[src/rtl/core/sla_pkg.sv]
// Package with widths, data types and boundary tables of the segment length and angle core.
`default_nettype none

package sla_pkg;

  // Field and datapath widths.
  localparam int COORD_BITS       = 15;
  localparam int LENGTH_FRAC_BITS = 8;
  localparam int DIFF_W           = COORD_BITS + 1;
  localparam int ABS_W            = COORD_BITS;
  localparam int SQR_W            = 2 * ABS_W;
  localparam int SQ_W             = SQR_W + 1;
  localparam int ROOT_W           = (SQ_W + 2 * LENGTH_FRAC_BITS + 1) / 2;
  localparam int T_W              = 2 * ROOT_W;
  localparam int REM_W            = ROOT_W + 1;
  localparam int LEN_W            = 24;
  localparam int DEG_W            = 9;
  localparam int ALPHA_W          = 7;

  // Angle search: half-degree boundaries of the first octant.
  localparam int BOUNDARIES = 45;
  localparam int CNT_W      = $clog2(BOUNDARIES + 1);
  localparam int TAB_W      = 47;
  localparam int Q_SHIFT    = 60 - TAB_W;
  localparam int PROD_W     = ABS_W + TAB_W;
  localparam int ANGLE_STAGES = 3;
  localparam int ANGLE_PAD  = ROOT_W - ANGLE_STAGES * CNT_W;

  localparam logic [LEN_W-1:0] LEN_MAX     = '1;
  localparam logic [CNT_W-1:0] PROBE_INIT  = {1'b1, {(CNT_W - 1){1'b0}}};
  localparam int               RIGHT_ANGLE = 90;
  localparam int               HALF_TURN   = 180;
  localparam int               FULL_TURN   = 360;

  // Series lengths used when the tables are built.
  localparam int ATAN_TERMS   = 32;
  localparam int TAYLOR_TERMS = 16;
  localparam logic [63:0] Q60_ONE = 64'h1000_0000_0000_0000;

  typedef logic [BOUNDARIES-1:0][TAB_W-1:0] bnd_table_t;

  // Direction flags of one segment after folding into the first octant.
  typedef struct packed {
    logic dx_neg;
    logic dy_neg;
    logic swap;
    logic zero;
  } dir_flags_t;

  // State handed from one square root cell to the next.
  typedef struct packed {
    logic [T_W-1:0]    t;
    logic [REM_W-1:0]  rem;
    logic [ROOT_W-1:0] root;
  } sqrt_data_t;

  // State handed from one angle search cell to the next.
  typedef struct packed {
    logic [ABS_W-1:0] a;
    logic [ABS_W-1:0] b;
    logic [CNT_W-1:0] cnt;
    logic [CNT_W-1:0] probe;
    dir_flags_t       flags;
  } angle_data_t;

  // Product of two Q60 values, kept in Q60.
  function automatic logic [63:0] mul_q60(input logic [63:0] x, input logic [63:0] y);
    logic [127:0] p;
    p = {64'd0, x} * {64'd0, y};
    return p[123:60];
  endfunction

  // Sine or cosine of each half-degree boundary in Q47, worked out at elaboration.
  function automatic bnd_table_t build_bnd(input logic want_sin);
    logic [63:0] p, pos, neg, atan5, atan239, pi_q60, half_deg;
    logic [63:0] x, ct, st, cp, cn, sp, sn, res;
    bnd_table_t tab;
    tab = '0;
    // atan(1/5)
    p = Q60_ONE / 64'd5;
    pos = '0;
    neg = '0;
    for (int k = 0; k < ATAN_TERMS; k++) begin
      if (p != 64'd0) begin
        if (k % 2 == 0) pos = pos + p / 64'(2 * k + 1);
        else neg = neg + p / 64'(2 * k + 1);
        p = p / 64'd25;
      end
    end
    atan5 = pos - neg;
    // atan(1/239)
    p = Q60_ONE / 64'd239;
    pos = '0;
    neg = '0;
    for (int k = 0; k < ATAN_TERMS; k++) begin
      if (p != 64'd0) begin
        if (k % 2 == 0) pos = pos + p / 64'(2 * k + 1);
        else neg = neg + p / 64'(2 * k + 1);
        p = p / 64'd57121;
      end
    end
    atan239 = pos - neg;
    pi_q60 = 64'd4 * (64'd4 * atan5 - atan239);
    half_deg = pi_q60 / 64'd360;
    // Taylor series for each boundary angle.
    for (int h = 0; h < BOUNDARIES; h++) begin
      x = half_deg * 64'(2 * h + 1);
      ct = Q60_ONE;
      st = x;
      cp = '0;
      cn = '0;
      sp = '0;
      sn = '0;
      for (int k = 0; k < TAYLOR_TERMS; k++) begin
        if (k % 2 == 0) begin
          cp = cp + ct;
          sp = sp + st;
        end else begin
          cn = cn + ct;
          sn = sn + st;
        end
        ct = mul_q60(mul_q60(ct, x), x) / 64'((2 * k + 1) * (2 * k + 2));
        st = mul_q60(mul_q60(st, x), x) / 64'((2 * k + 2) * (2 * k + 3));
      end
      res = want_sin ? ((sp - sn) >> Q_SHIFT) : ((cp - cn) >> Q_SHIFT);
      tab[h] = res[TAB_W-1:0];
    end
    return tab;
  endfunction

  localparam bnd_table_t BND_COS = build_bnd(1'b0);
  localparam bnd_table_t BND_SIN = build_bnd(1'b1);

endpackage

`default_nettype wire

[src/rtl/core/sla_angle_cell.sv]
// One bit of the boundary count search: table read, cross products, compare.
`default_nettype none

module sla_angle_cell (
  input  logic                 clk,
  input  logic                 adv,
  input  sla_pkg::angle_data_t src,
  output sla_pkg::angle_data_t data
);

  logic [sla_pkg::CNT_W-1:0] trial, idx;
  logic                      in_range;

  // First stage: boundary sine and cosine.
  sla_pkg::angle_data_t      s1;
  logic [sla_pkg::CNT_W-1:0] s1_trial;
  logic                      s1_ok;
  logic [sla_pkg::TAB_W-1:0] s1_cos, s1_sin;

  // Second stage: cross products.
  sla_pkg::angle_data_t       s2;
  logic [sla_pkg::CNT_W-1:0]  s2_trial;
  logic                       s2_ok;
  logic [sla_pkg::PROD_W-1:0] s2_prod_b, s2_prod_a;

  logic                 hit;
  sla_pkg::angle_data_t data_next;

  // The trial count adds this cell's probe bit; it tests boundary trial-1.
  always_comb begin
    trial    = src.cnt | src.probe;
    in_range = trial <= sla_pkg::CNT_W'(sla_pkg::BOUNDARIES);
    idx      = in_range ? trial - 1'b1 : '0;
  end

  // The vector lies beyond the boundary when b*cos exceeds a*sin.
  always_comb begin
    hit = s2_ok && (s2_prod_b > s2_prod_a);
    data_next       = s2;
    data_next.cnt   = hit ? s2_trial : s2.cnt;
    data_next.probe = s2.probe >> 1;
  end

  always_ff @(posedge clk) begin
    if (adv) begin
      s1        <= src;
      s1_trial  <= trial;
      s1_ok     <= in_range;
      s1_cos    <= sla_pkg::BND_COS[idx];
      s1_sin    <= sla_pkg::BND_SIN[idx];
      s2        <= s1;
      s2_trial  <= s1_trial;
      s2_ok     <= s1_ok;
      s2_prod_b <= sla_pkg::PROD_W'(s1.b) * sla_pkg::PROD_W'(s1_cos);
      s2_prod_a <= sla_pkg::PROD_W'(s1.a) * sla_pkg::PROD_W'(s1_sin);
      data      <= data_next;
    end
  end

endmodule

`default_nettype wire

[config.mk]
export PLATFORM = sky130hd
export DESIGN_NAME = sla_angle_cell
export DESIGN_NICKNAME = d
export VERILOG_FILES = /design/src/rtl/core/sla_pkg.sv /design/src/rtl/core/sla_angle_cell.sv
export SDC_FILE = /design/constraint.sdc
export NUM_CORES = 2
export LEC_CHECK = 0
export BUFFER_PORTS_ARGS = -buffer_cell sky130_fd_sc_hd__buf_2
export CORE_ASPECT_RATIO = 1.25
export CORE_MARGIN = 4
export CORE_UTILIZATION = 39
export CTS_BUF_LIST = sky130_fd_sc_hd__clkbuf_8 sky130_fd_sc_hd__clkbuf_16
export CTS_CLUSTER_DIAMETER = 40
export DETAILED_ROUTE_END_ITERATION = 8
export GPL_ROUTABILITY_DRIVEN = 0
export SETUP_SLACK_MARGIN = 0.05
export SLEW_MARGIN = 20
export SYNTH_ARGS = -nofsm -noshare
export SYNTH_HDL_FRONTEND = slang
export SYNTH_SLANG_ARGS = --single-unit
[constraint.sdc]
create_clock -name clk -period 8 [get_ports clk]
set_clock_uncertainty 0.2 [all_clocks]
set_input_delay 1.6 -clock clk [delete_from_list [all_inputs] [get_ports clk]]
set_output_delay 1.6 -clock clk [all_outputs]
set_load 0.05 [all_outputs]
; Word-level counts from Yosys, hierarchy flattened
; Memories as Yosys holds them, arrays and structs flattened. A register that Yosys moved wholly into a read port is not among the register bits.
; Cells that the tools add are included.
[totals]
regBits = 275
rom_bits = 6016
out_inout_bits = 46
elab_cells = 41
n_memories = 2
[memory_table]
columns = memory, words, width, read_ports, rd_ports_with_merged_regs, wr, line_no
row1 = (no name shown), 64, 47, 1, 1, 0, sla_angle_cell.sv:50  ; s1_sin <= sla_pkg::BND_SIN[idx];
row2 = (no name shown), 64, 47, 1, 1, 0, sla_angle_cell.sv:49  ; s1_cos <= sla_pkg::BND_COS[idx];
[op_classes]
add_sub_neg = 1
n_mul = 2
magnitude_cmp = 2
mux = 2
n_bitwise = 1
n_reduce_logical = 1
[ops]
columns = cell, count
row1 = 15-bit by 47-bit multiplier with 62-bit output, 2
row2 = 62-bit greater-than comparator, 1
row3 = 6-bit 2-to-1 mux, 2
row4 = "6-bit less-or-equal comparator, second input constant", 1
row5 = 6-bit bitwise OR, 1
row6 = "6-bit by 1-bit subtractor with 6-bit output, second input constant", 1
row7 = 1-bit logical AND, 1

; Depth between registers and ports, before layout
[depth]
word_depth = 3
depth_mapped = 27

; Least setup slack after synthesis
; OpenSTA, ideal clock, no wires.
[synth_timing]
path_kind = reg2reg
startpoint = register s1[22] (netlist name)
endpoint = register s2_prod_b[54] (netlist name), data pin
setup_ps = 266
arrival_ps = 6274
required_time_ps = 7534
path_slack_ps = 1259
path_stages_with_launch = 25
path_buffers = 3
cell_sequence = edfxtp_1 -> clkbuf_1 -> clkbuf_1 -> nand2_1 -> fa_1 -> fa_1 -> inv_1 -> fa_1 -> fa_1 -> fa_1 -> inv_1 -> fa_1 -> inv_1 -> ha_1 -> buf_2 -> a41o_1 -> a221oi_2 -> nor2_1 -> a211oi_1 -> o31ai_2 -> a311oi_2 -> o21ai_1 -> nor2b_2 -> o21ai_1 -> xor2_1
[synth_via]
elab_chain_len = 1
[synth_rtl]
columns = element, line_no
row1 = start: declaration, sla_angle_cell.sv:15  ; sla_pkg::angle_data_t s1;
row2 = start signal: assignment, sla_angle_cell.sv:46  ; s1 <= src;
row3 = 15-bit by 47-bit multiplier with 62-bit output, sla_angle_cell.sv:54  ; s2_prod_b <= sla_pkg::PROD_W'(s1.b) * sla_pkg::PROD_W'(s1_cos);
row4 = end signal: assignment, sla_angle_cell.sv:54
row5 = end: declaration, sla_angle_cell.sv:24  ; logic [sla_pkg::PROD_W-1:0] s2_prod_b, s2_prod_a;
; No other way between the ends.
; A chain may end at the register's enable or synchronous reset.

; Final worst setup path
[layout_timing]
startpoint = register s1[16] (netlist name)
endpoint = register s2_prod_b[57] (netlist name), data pin
; Same word-level chain as after synthesis.

==> results.yml <==
setup_path:
  cp_max_fo: 27
  crit_top_cell: "fa_1"
  cp-end-kind: "flop"
  startpoint_type: "flop"
  max_stage_delay_ps: 700
  crit_path_cell_trace: "buf_4 -> and2_1 -> fa_1 -> inv_1 -> fa_1 -> inv_1 -> fa_1 -> fa_1 -> fa_1 -> inv_1 -> fa_1 -> inv_1 -> ha_1 -> a21o_1 -> a21oi_1 -> o21ai_0 -> a211oi_1 -> a2111oi_2 -> or2_1 -> a211o_1 -> a21oi_2 -> o21ai_1 -> xor2_1"
  required_ps: 8240
  cp_num_buf_inv: 5
  crit_type: "flop to flop"
  critPathSlowestCell: "edfxtp_1"
  arrival_ps: 7880
  crit_family: "adder cells"
clocking:
  ctsHtreeMaxLevel: 3
  cts.sinks: 366
  cts_buffers: 74
  clkTransAtPathRegs_ps: 60
  root_buffer: "clkbuf_16"
  clockBufferDepth: 3
  cts_tree: "yes"
  clk_latency_ps: 700
timing:
  period_needed_ps: 7640
  rsz0062_at_grt: "false"
  worst_slew_pin_slew_ps: 1260
  tns_ps: 0
  worst_slack_ps: 357
  fin_crit_sh_pct: 95.5
  final-setup-viol-count: 0
  final_max_slew_viol_count: 0
  hold_viol_final: 0
  max_freq_ghz: 0.131
  slew-limit-headroom_pct: 15.7
outcome:
  violations: "design-rule violations"
  status: "complete, but fails checks"
synth:
  netlist_area_um2: 61300
  synth.most_common_cell: "inv_1"
  synth_ff_type: "edfxtp_1"
  syn_nets: 8096
  ys_seq_elements: 366
  synth_common_cells: "inv_1, fa_1, nand2_1"
  ys_async_sr_fraction_pct: 0
  avgSynthCellArea_um2: 9.38
  netlist_top_cells_area: "fa_1, edfxtp_1, inv_1"
  synth.distinct_cells: 83
  synth_edf_count: 366
  synthCells: 6542
  synth_top_area_share_pct: 38.1
  yosysTopAreaCell: "fa_1"
  yosys_warnings: 0
  ys_seq_area_share_pct: 17.9
global_routing:
  grt_usage_pct: 22.8
  grt_pass1_vias: 49999
  overflow: 0
  antenna_found_initial: 7
  grt_pass1_wl_mm: 291
  grt_max_degree: 169
detailed_routing:
  drtPass1Iterations: 9
  drcViolationCount: 129
  wire_per_inst_um: 21.5
  vias: 46533
  drtIter0Drc: 4620
  drtAntennaViolNets: 0
  wl_mm: 184
  viasPerCell: 5.43
die:
  fp.coreArea_um2: 156000
  die-area_um2: 164000
  start_util_pct: 39.3
  io_pins: 94
  fp.dieW_um: 363
  rows: 162
  die_h_um: 451
layout:
  area_growth_syn_to_layout_pct: 8.68
  nNetsFinal: 8015
  layout-drive-gt1-share_pct: 6.30
  fin_cells: 8573
  utilization_pct: 42.7
job:
  drv_cap: 0
hold_path:
  hold_path.class: "flop to flop"
placed_design:
  dpl.cell_count: 8428
  dpl.hpwl_mm: 142
  port_buffers: 92
  place_ws_ps: 406
-- registers in the layout (all words and copies together) (netlist names) --
register,count
s2_prod_a,62
s2_prod_b,62
s1_sin,47
s1_cos,46
data,45
s1,45
data_next,39
s1_trial,6
s2,6
s2_trial,6
s1_ok,1
s2_ok,1
-- layout by cell type, fill, tap and decap left out, drive strengths merged, types with 36 or more instances in the layout --
cell	n
ha	340
nand2	947
nand3	45
inv	1262
a21o	101
and2	676
buf	237
clkbuf	74
xor2	44
edfxtp	366
xnor2	80
fa	1166
nor2	181
nand4	43
nor3	48
a21oi	271
a31oi	36
o21ai	198
-- final timing paths --
kind,to,cells past startpoint,slack (ps),start
max,s2_prod_b[57]$_DFFE_PP_,23,360,s1[16]$_DFFE_PP_
min,data[37]$_DFFE_PP_,0,210,data_next[37]$_DFFE_PP_
max reg2reg,s2_prod_b[57]$_DFFE_PP_,23,360,s1[16]$_DFFE_PP_
min reg2reg,data[37]$_DFFE_PP_,0,210,data_next[37]$_DFFE_PP_
-- kinds of logic (layout without fill, tap and decap cells) --
logic type | after synthesis | count (layout) | share of synthesized area [%]
other | 1 | 4 | 0.00611
AO/OA/AOI/OAI | 895 | 895 | 9.39
buffers and inverters | 1637 | 1615 | 10.1
adder cells (fa/ha/maj) | 1506 | 1506 | 45.0
flip-flops | 366 | 366 | 17.9
multiplexers | 8 | 8 | 0.145
AND/OR/NAND/NOR | 2005 | 2005 | 15.7
XOR/XNOR | 124 | 124 | 1.77
-- final cells by class --
class	instances	area (um2)
Sequential cell	366	11000
Timing Repair Buffer	237	1700
Antenna cell	3	7.51
Clock inverter	61	671
Clock buffer	74	1850
Tap cell	2050	2560
Multi-Input combinational cell	4539	44200
Inverter	1243	4670
Fill cell	15128	89400
-- per-stage QoR --
stage / area, um2 / hold slack (ps)
2_1_floorplan: 61300 / 200
4_1_cts: 66600 / 216
3_3_place_gp: 64100 / 200
3_5_place_dp: 64100 / 205
6_report: 66700 / 215
5_1_grt: 66700 / 224
-- routing by layer --
layer	wire, um	vias up	part of all wire (%)	track usage, %
met3	12900	703	7.0	4.18
li1	-	20204	-	-
met4	11400	2	6.2	11.6
met2	90500	2013	49	39.2
met5	13	-	0.0071	0
met1	69400	23611	38	27.6
-- what timing repair did --
action,CTS,global route
hold buffers,0,0
endpoints found under the setup margin,0,2
resized for setup,0,2
buffers inserted,0,7
Power is left out: the tool's default activity adds up to more than one toggle a clock period on the data nets, which glitch-free logic cannot reach.
