$ cat src/rtl/core/sla_pkg.sv
// Package with widths, data types and boundary tables of the segment length and angle core.
`default_nettype none

package sla_pkg;

  // Field and datapath widths.
  localparam int COORD_BITS       = 15;
  localparam int LENGTH_FRAC_BITS = 8;
  localparam int DIFF_W           = COORD_BITS + 1;
  localparam int ABS_W            = COORD_BITS;
  localparam int SQR_W            = 2 * ABS_W;
  localparam int SQ_W             = SQR_W + 1;
  localparam int ROOT_W           = (SQ_W + 2 * LENGTH_FRAC_BITS + 1) / 2;
  localparam int T_W              = 2 * ROOT_W;
  localparam int REM_W            = ROOT_W + 1;
  localparam int LEN_W            = 24;
  localparam int DEG_W            = 9;
  localparam int ALPHA_W          = 7;

  // Angle search: half-degree boundaries of the first octant.
  localparam int BOUNDARIES = 45;
  localparam int CNT_W      = $clog2(BOUNDARIES + 1);
  localparam int TAB_W      = 47;
  localparam int Q_SHIFT    = 60 - TAB_W;
  localparam int PROD_W     = ABS_W + TAB_W;
  localparam int ANGLE_STAGES = 3;
  localparam int ANGLE_PAD  = ROOT_W - ANGLE_STAGES * CNT_W;

  localparam logic [LEN_W-1:0] LEN_MAX     = '1;
  localparam logic [CNT_W-1:0] PROBE_INIT  = {1'b1, {(CNT_W - 1){1'b0}}};
  localparam int               RIGHT_ANGLE = 90;
  localparam int               HALF_TURN   = 180;
  localparam int               FULL_TURN   = 360;

  // Series lengths used when the tables are built.
  localparam int ATAN_TERMS   = 32;
  localparam int TAYLOR_TERMS = 16;
  localparam logic [63:0] Q60_ONE = 64'h1000_0000_0000_0000;

  typedef logic [BOUNDARIES-1:0][TAB_W-1:0] bnd_table_t;

  // Direction flags of one segment after folding into the first octant.
  typedef struct packed {
    logic dx_neg;
    logic dy_neg;
    logic swap;
    logic zero;
  } dir_flags_t;

  // State handed from one square root cell to the next.
  typedef struct packed {
    logic [T_W-1:0]    t;
    logic [REM_W-1:0]  rem;
    logic [ROOT_W-1:0] root;
  } sqrt_data_t;

  // State handed from one angle search cell to the next.
  typedef struct packed {
    logic [ABS_W-1:0] a;
    logic [ABS_W-1:0] b;
    logic [CNT_W-1:0] cnt;
    logic [CNT_W-1:0] probe;
    dir_flags_t       flags;
  } angle_data_t;

  // Product of two Q60 values, kept in Q60.
  function automatic logic [63:0] mul_q60(input logic [63:0] x, input logic [63:0] y);
    logic [127:0] p;
    p = {64'd0, x} * {64'd0, y};
    return p[123:60];
  endfunction

  // Sine or cosine of each half-degree boundary in Q47, worked out at elaboration.
  function automatic bnd_table_t build_bnd(input logic want_sin);
    logic [63:0] p, pos, neg, atan5, atan239, pi_q60, half_deg;
    logic [63:0] x, ct, st, cp, cn, sp, sn, res;
    bnd_table_t tab;
    tab = '0;
    // atan(1/5)
    p = Q60_ONE / 64'd5;
    pos = '0;
    neg = '0;
    for (int k = 0; k < ATAN_TERMS; k++) begin
      if (p != 64'd0) begin
        if (k % 2 == 0) pos = pos + p / 64'(2 * k + 1);
        else neg = neg + p / 64'(2 * k + 1);
        p = p / 64'd25;
      end
    end
    atan5 = pos - neg;
    // atan(1/239)
    p = Q60_ONE / 64'd239;
    pos = '0;
    neg = '0;
    for (int k = 0; k < ATAN_TERMS; k++) begin
      if (p != 64'd0) begin
        if (k % 2 == 0) pos = pos + p / 64'(2 * k + 1);
        else neg = neg + p / 64'(2 * k + 1);
        p = p / 64'd57121;
      end
    end
    atan239 = pos - neg;
    pi_q60 = 64'd4 * (64'd4 * atan5 - atan239);
    half_deg = pi_q60 / 64'd360;
    // Taylor series for each boundary angle.
    for (int h = 0; h < BOUNDARIES; h++) begin
      x = half_deg * 64'(2 * h + 1);
      ct = Q60_ONE;
      st = x;
      cp = '0;
      cn = '0;
      sp = '0;
      sn = '0;
      for (int k = 0; k < TAYLOR_TERMS; k++) begin
        if (k % 2 == 0) begin
          cp = cp + ct;
          sp = sp + st;
        end else begin
          cn = cn + ct;
          sn = sn + st;
        end
        ct = mul_q60(mul_q60(ct, x), x) / 64'((2 * k + 1) * (2 * k + 2));
        st = mul_q60(mul_q60(st, x), x) / 64'((2 * k + 2) * (2 * k + 3));
      end
      res = want_sin ? ((sp - sn) >> Q_SHIFT) : ((cp - cn) >> Q_SHIFT);
      tab[h] = res[TAB_W-1:0];
    end
    return tab;
  endfunction

  localparam bnd_table_t BND_COS = build_bnd(1'b0);
  localparam bnd_table_t BND_SIN = build_bnd(1'b1);

endpackage

`default_nettype wire

$ cat src/rtl/core/sla_sqrt_cell.sv
// One digit of the square root: takes two radicand bits, yields one root bit.
`default_nettype none

module sla_sqrt_cell (
  input  logic                clk,
  input  logic                rst,
  input  logic                adv,
  input  logic                src_valid,
  input  sla_pkg::sqrt_data_t src,
  output logic                valid,
  output sla_pkg::sqrt_data_t data
);

  logic [sla_pkg::REM_W+1:0] rem_sh, trial, diff;
  logic                      take;
  sla_pkg::sqrt_data_t       data_next;

  // Restoring step: bring down two bits, try to subtract 4r+1.
  always_comb begin
    rem_sh = {src.rem, src.t[sla_pkg::T_W-1 -: 2]};
    trial  = {1'b0, src.root, 2'b01};
    take   = rem_sh >= trial;
    diff   = rem_sh - trial;
    data_next.t    = {src.t[sla_pkg::T_W-3:0], 2'b00};
    data_next.rem  = take ? diff[sla_pkg::REM_W-1:0] : rem_sh[sla_pkg::REM_W-1:0];
    data_next.root = {src.root[sla_pkg::ROOT_W-2:0], take};
  end

  // Valid bit.
  always_ff @(posedge clk) begin
    if (rst) begin
      valid <= 1'b0;
    end else if (adv) begin
      valid <= src_valid;
    end
  end

  // Cell state.
  always_ff @(posedge clk) begin
    if (adv) begin
      data <= data_next;
    end
  end

endmodule

`default_nettype wire

$ cat config.mk
export PLATFORM = sky130hd
export DESIGN_NAME = sla_sqrt_cell
export DESIGN_NICKNAME = d
export VERILOG_FILES = /design/src/rtl/core/sla_pkg.sv /design/src/rtl/core/sla_sqrt_cell.sv
export SDC_FILE = /design/constraint.sdc
export NUM_CORES = 1
export LEC_CHECK = 0
export BUFFER_PORTS_ARGS = -buffer_cell sky130_fd_sc_hd__clkbuf_2
export CORE_MARGIN = 2
export CORE_UTILIZATION = 48
export CTS_CLUSTER_DIAMETER = 120
export DETAILED_ROUTE_END_ITERATION = 7
export PLACE_DENSITY_LB_ADDON = 0.3
export SYNTH_ARGS = -nofsm -noshare
export SYNTH_HDL_FRONTEND = slang
export SYNTH_SLANG_ARGS = --single-unit
$ cat constraint.sdc
create_clock -name clk -period 3.4 [get_ports clk]
set_input_delay 0.17 -clock clk [delete_from_list [all_inputs] [get_ports clk]]
set_output_delay 0.17 -clock clk [all_outputs]
set_load 0.005 [all_outputs]
---- Word-level counts from Yosys, hierarchy flattened ----
Index checks and enable logic that the tools add are counted.
storage, ports and cells
  bits in registers ....................... 96
  input bits .............................. 101
  word-level logic and storage cells ...... 7
operators by class
  $add $sub $neg .......................... 1
  order comparisons ....................... 1
  mux-type cells .......................... 1
operators with widths
  kind                            count
  >= comparator 27 x 26 -> 1 bit  1
  two-way mux 25 bit              1
  subtractor 25 bit               1

---- Depth between registers and ports, before layout ----
Gate-level depths: netlist (run 1).
  depth after elaboration ................. 2
  gate-level depth with buffers ........... 11
  depth with buffers taken out ............ 9

---- Least setup slack after synthesis (run 1) ----
No wires, ideal clock.
  path kind ............................... input -> register
  start point ............................. input port src[1] in the netlist's numbering
  end point ............................... register data[31] in the netlist's numbering, data pin
  arrival ................................. 2.340 ns
  data required time ...................... 3.140 ns
  setup slack ............................. 0.799 ns
  cell stages on the path ................. 10
  cell sequence ........................... inv_1 > ha_1 > nor3_1 > a211oi_2 > a21oi_2 > nor3_4 > a311oi_4 > o31ai_4 > buf_6 > mux2_4
RTL lines
  what                  RTL line             source
  start, declared       sla_sqrt_cell.sv:9   input sla_pkg::sqrt_data_t src,
  end signal, assigned  sla_sqrt_cell.sv:41  data <= data_next;
  end, declared         sla_sqrt_cell.sv:11  output sla_pkg::sqrt_data_t data

==> results.sh, run 1 <==
export IMPL_status="complete, no violations"
export IMPL_tritoncts="built"
export IMPL_fin_area_sq_mm=0.00678
export IMPL_die_w_um=104
export IMPL_grt_max_degree=85
export IMPL_max_cap_violations=0
export IMPL_io_pins=199
export IMPL_clk_pin_slew_ps=100
export IMPL_path_buf_inv=4
export IMPL_cts_resized_gates=0
export IMPL_seqPwrFrac=0.511
export IMPL_ys_dominant_reg_cell="edfxtp_1"
export IMPL_place_ws_ps=543
export IMPL_gr_usage_all_layers=0.243
export IMPL_intPower_mw=2.08
export IMPL_cp_arrival_ps=3190
export IMPL_placed_cell_area_sq_mm=0.00589
export IMPL_cts_root_buf="clkbuf_8"
export IMPL_synth_edf_count=95
export IMPL_vias_per_cell=5.12
export IMPL_hold_slack_ps=48.8
export IMPL_slew_headroom=0.294
export IMPL_final_nets=753
export IMPL_antenna_found_initial=1
export IMPL_cts_buffers=9
export IMPL_yosysWarnings=0
export IMPL_dr_pass1_iters=4
export IMPL_path_cells="dlygate4sd3_1 -> clkbuf_2 -> inv_1 -> ha_1 -> a21oi_1 -> o221ai_1 -> a21oi_2 -> nor3_4 -> a311oi_4 -> o31ai_4 -> buf_4 -> mux2_1"
export IMPL_io_buffers=196
export IMPL_slew_viol_final=0
export IMPL_hold_viol=0
export IMPL_seqCellArea_sq_mm=0.00287
export IMPL_final_min_clock_period_ps=3060
export IMPL_syn_inst=357
export IMPL_finClkSkew_ps=0
export IMPL_dieArea_sq_mm=0.0108
export IMPL_total_power_mw=2.90
export IMPL_fillerInstances=689
export IMPL_gr_total_overflow=0
export IMPL_hp_class="in2reg"
export IMPL_ant_nets=0
export IMPL_start_util=0.491
export IMPL_vias=3919
export IMPL_multiInputGateArea_sq_mm=0.00172
export IMPL_gp_congestion=0.863
export IMPL_drc=0
export IMPL_area_growth_pct=41.8
export IMPL_crit_family="compound AO/OA/AOI/OAI gates"
export IMPL_coreArea_sq_mm=0.00973
export IMPL_rsz0062_at_grt="false"
export IMPL_grt_pass1_wl_um=20600
export IMPL_htreeDepth=3
export IMPL_wl_per_cell_um=17.2
export IMPL_clock_sinks=96
export IMPL_switching_share=0.283
export IMPL_setup_ws_ps=339
export IMPL_cts_path_max_buffers=2
export IMPL_ir_drop_v=0.000227
export IMPL_synth_cell_type_count=56
export IMPL_critPathSlowestCell="dlygate4sd3_1"
export IMPL_final_common_cell="clkbuf_2"
export IMPL_drt_iter0_drc=184
export IMPL_final_cells=765
export IMPL_die_h_um=104
export IMPL_async_flop_share=0
export IMPL_max_freq_mhz=327
export IMPL_period_share=0.900
export IMPL_fin_util=0.697
export IMPL_placed_cells=678
export IMPL_synth_seq_cells=96
export IMPL_p_sw_uw=821
export IMPL_totalWireLength_um=13200
export IMPL_syn_cell_area_sq_mm=0.00478
export IMPL_max_stage_delay_ps=570
export IMPL_setup_viol=0
export IMPL_setup_tns_ps=0
export IMPL_p_per_area_mw_per_mm2=428
export IMPL_rows=36
export IMPL_start_kind="input port"
export IMPL_p_clk_frac=0.254
export IMPL_drive_gt1_frac=0.374
export IMPL_clock_latency_ps=360
export IMPL_path_class="in2reg"
export IMPL_path_max_fanout=26
export IMPL_dp_hpwl_um=8480
export IMPL_p_leak_nw=3.12
export IMPL_first_global_vias=3958
export IMPL_synth_area_per_cell_sq_um=13.4
export IMPL_rrSetupSlack_ps=2800
export IMPL_mostFrequentLayoutCells="195 x clkbuf_2, 95 x edfxtp_1, 70 x dlygate4sd3_1, 32 x inv_1, 26 x ha_1"
export IMPL_critPathCaptureType="flop"
export IMPL_synth_seq_area_share=0.601
export IMPL_tightest_slew_ps=1060
export IMPL_required_ps=3530
export IMPL_combinationalPowerShare=0.235
## area by class of cell
type,count,area share
diodes,1,0.000369
clock buffers,10,0.0188
repair buffers,269,0.252
multi-input cells,218,0.254
inverters,32,0.0177
flip-flops and latches,96,0.424
well taps,133,0.0246
clock inverters,6,0.00886
## what timing repair did
action | CTS | global route
hold buffers | 69 | 1
setup endpoints to repair | 0 | 0
buffers inserted | 0 | 0
hold endpoints to repair | 69 | 1
## metal layers
layer	share of wire	vias up	GRT usage
met4	0.022	0	0.0946
met3	0.066	22	0.0654
met1	0.40	1837	0.281
li1	-	1880	-
met5	0	-	0
met2	0.51	180	0.429
## Yosys cell counts (3+ instances only)
cell	n	area, sq um
edfxtp_1	95	2850
o21ai_0	6	30.0
xnor2_1	14	123
mux2_1	5	56.3
nor2_1	15	56.3
nand4_1	5	31.3
xor2_1	6	52.6
ha_1	26	325
mux2_4	10	150
nand3_1	6	30.0
and3_1	5	31.3
o211ai_1	3	22.5
a211oi_1	4	30.0
mux2i_1	4	40.0
a21oi_1	22	110
nand2_1	19	71.3
clkbuf_1	6	22.5
nor3_1	5	25.0
a211o_1	3	26.3
mux2_2	6	67.6
o21a_1	3	22.5
inv_1	32	120
a31oi_1	5	31.3
a21o_1	12	90.1
## power by group through the flow
stage / clock network (mW) / logic (mW) / registers (mW)
4_1_cts: 0.745 / 0.674 / 1.47
5_1_grt: 0.797 / 0.748 / 1.49
3_5_place_dp: 0 / 0.605 / 1.50
2_1_floorplan: 0 / 0.325 / 1.52
3_3_place_gp: 0 / 0.592 / 1.50
6_report: 0.737 / 0.683 / 1.48
## registers in the layout, summed over array words and instances (netlist names)
register,flops
data,95
valid,1
## worst min-delay path, cell delays in order
cell,delay [ps]
clkbuf_2,80
mux2i_1,60
nor2_1,80
## worst paths after layout
kind | startpoint | end | depth (start not counted)
min reg2reg | valid | valid | 2
max reg2reg | valid | valid | 2
min | src_valid | valid | 3
max | src[4] | data[41] | 12
## cell families (layout without fill, tap and decap cells)
family / after synthesis / after routing / synth area share
and+or+nand+nor: 69 / 69 / 0.0741
other: 1 / 3 / 0.000785
adders and majority gates: 26 / 26 / 0.0681
buffers and inverters: 44 / 317 / 0.0398
DFF: 96 / 96 / 0.601
muxes: 25 / 25 / 0.0657
xor gates and xnor gates: 20 / 20 / 0.0366
AOI/OAI and AO/OA: 76 / 76 / 0.114
No activity file was read; power rests on OpenSTA's default activity.
==> run 2, diff against run 1 <==
--- a/config.mk
+++ b/config.mk
@@ -11,6 +11,7 @@
 export CTS_CLUSTER_DIAMETER = 120
 export DETAILED_ROUTE_END_ITERATION = 7
 export PLACE_DENSITY_LB_ADDON = 0.3
+export RECOVER_POWER = 25
 export SYNTH_ARGS = -nofsm -noshare
 export SYNTH_HDL_FRONTEND = slang
 export SYNTH_SLANG_ARGS = --single-unit
==> run 2 against run 1 <==
Net effect: the run now ends with capacitance limit, slew limit left; sequential cell count is the same; cell area shrank 0.39%; power is essentially flat; via count shrank 0.46%.
==> results.sh, run 2 (same netlist as run 1, synthesis figures left out) <==
export IMPL_gr_usage_all_layers=0.243
export IMPL_coreArea_sq_mm=0.00973
export IMPL_cts_path_max_buffers=2
export IMPL_path_cells="dlygate4sd3_1 -> clkbuf_1 -> inv_1 -> ha_1 -> o21ai_1 -> a211oi_2 -> a21oi_2 -> nor3_4 -> a311oi_4 -> o31ai_4 -> buf_4 -> mux2_2"
export IMPL_path_class="in2reg"
export IMPL_hold_slack_ps=46.5
export IMPL_cts_root_buf="clkbuf_8"
export IMPL_die_w_um=104
export IMPL_drc=0
export IMPL_ant_nets=0
export IMPL_max_cap_violations=1
export IMPL_io_pins=199
export IMPL_violations="capacitance limit, slew limit"
export IMPL_period_share=0.907
export IMPL_clk_pin_slew_ps=100
export IMPL_cts_resized_gates=0
export IMPL_drt_iter0_drc=193
export IMPL_dp_hpwl_um=8480
export IMPL_htreeDepth=3
export IMPL_status="finished, violations left"
export IMPL_max_freq_mhz=324
export IMPL_hold_viol=0
export IMPL_setup_viol=0
export IMPL_tightest_slew_ps=2070
export IMPL_rows=36
export IMPL_antenna_found_initial=1
export IMPL_totalWireLength_um=13100
export IMPL_tritoncts="built"
export IMPL_largest_register="data"
export IMPL_gp_congestion=0.863
export IMPL_ir_drop_v=0.000226
export IMPL_die_h_um=104
export IMPL_critPathCaptureType="flop"
export IMPL_dr_pass1_iters=4
export IMPL_required_ps=3520
export IMPL_path_buf_inv=4
export IMPL_finClkSkew_ps=0
export IMPL_vias=3901
export IMPL_p_leak_nw=3.06
export IMPL_first_global_vias=3958
export IMPL_cp_arrival_ps=3200
export IMPL_cts_buffers=9
export IMPL_gr_total_overflow=0
export IMPL_grt_pass1_wl_um=20600
export IMPL_final_min_clock_period_ps=3080
export IMPL_clock_latency_ps=370
export IMPL_setup_tns_ps=0
export IMPL_final_nets=753
export IMPL_grt_max_degree=85
export IMPL_slew_headroom=-0.381
export IMPL_wl_per_cell_um=17.2
export IMPL_critPathSlowestCell="dlygate4sd3_1"
export IMPL_crit_family="buffers and inverters"
export IMPL_drive_gt1_frac=0.344
export IMPL_dieArea_sq_mm=0.0108
export IMPL_area_growth_pct=41.2
export IMPL_slew_viol_final=85
export IMPL_largest_registers="data (95), valid (1)"
export IMPL_path_max_fanout=26
export IMPL_clock_sinks=96
export IMPL_max_stage_delay_ps=530
export IMPL_largest_reg_flops=95
export IMPL_hp_class="in2reg"
export IMPL_rsz0062_at_grt="false"
export IMPL_p_per_area_mw_per_mm2=430
export IMPL_vias_per_cell=5.10
export IMPL_mostFrequentLayoutCells="177 x clkbuf_2, 95 x edfxtp_1, 70 x dlygate4sd3_1, 32 x inv_1, 26 x ha_1"
export IMPL_io_buffers=196
export IMPL_final_common_cell="clkbuf_2"
export IMPL_start_util=0.491
export IMPL_start_kind="input port"
-- run 2: cell types whose count changed in the layout (fill, tap and decap cells not counted) --
| cell | previous run | this run |
|---|---|---|
| buf_4 | 4 | 3 |
| clkbuf_1 | 1 | 20 |
| clkbuf_2 | 195 | 177 |
-- run 2: final cells by class --
type                            count  area (sq um)
Antenna cell                        1          2.50
Clock buffer                       10           128
Clock inverter                      6          60.1
Fill cell                         699          2980
Inverter                           32           120
Multi-Input combinational cell    218          1720
Sequential cell                    96          2870
Tap cell                          133           166
Timing Repair Buffer              269          1680
-- run 2: per-stage QoR --
stage / cells / cell area, sq um / setup WS, ps / power (mW) / utilization
final: 765 / 6750 / 316 / 2.90 / 0.694
after global routing: 765 / 6750 / 131 / 3.04 / 0.694
after floorplan: 358 / 4780 / 799 / 1.84 / -
after global placement: 678 / 5890 / 593 / 2.09 / 0.605
after detailed placement: 678 / 5890 / 543 / 2.11 / 0.605
after CTS: 763 / 6760 / 381 / 2.89 / 0.695
-- run 2: layer usage --
layer  GRT usage  wire, um  vias up
met5           0         0        -
met4      0.0946       287        0
met3      0.0654       911       22
met2       0.429      6640      186
met1       0.281      5310     1814
li1            -         -     1879
-- run 2: worst paths after layout --
check / end / cells after the start / slack, ps / start
worst min register to register: valid / 2 / 530 / valid
worst max-delay path: data[29] / 12 / 320 / src[0]
worst min-delay path: valid / 3 / 50 / src_valid
worst max register to register: valid / 2 / 2770 / valid
-- run 2: what timing repair did --
item	in CTS	in global routing
endpoints found under the hold margin	69	1
setup endpoints to repair	0	0
setup buffers	0	0
hold buffers	69	1
-- run 2: worst register-to-register path, delay by kind of cell, from the launching register on --
family	cells	cell delay, ps
flops	1	350
mux	1	70
simple gates	1	150
-- run 2: power by group --
part	leakage, nW	switching (mW)	internal, mW
Sequential	0.938	0.0376	1.45
Clock	0.0968	0.449	0.288
Combinational	2.02	0.333	0.346
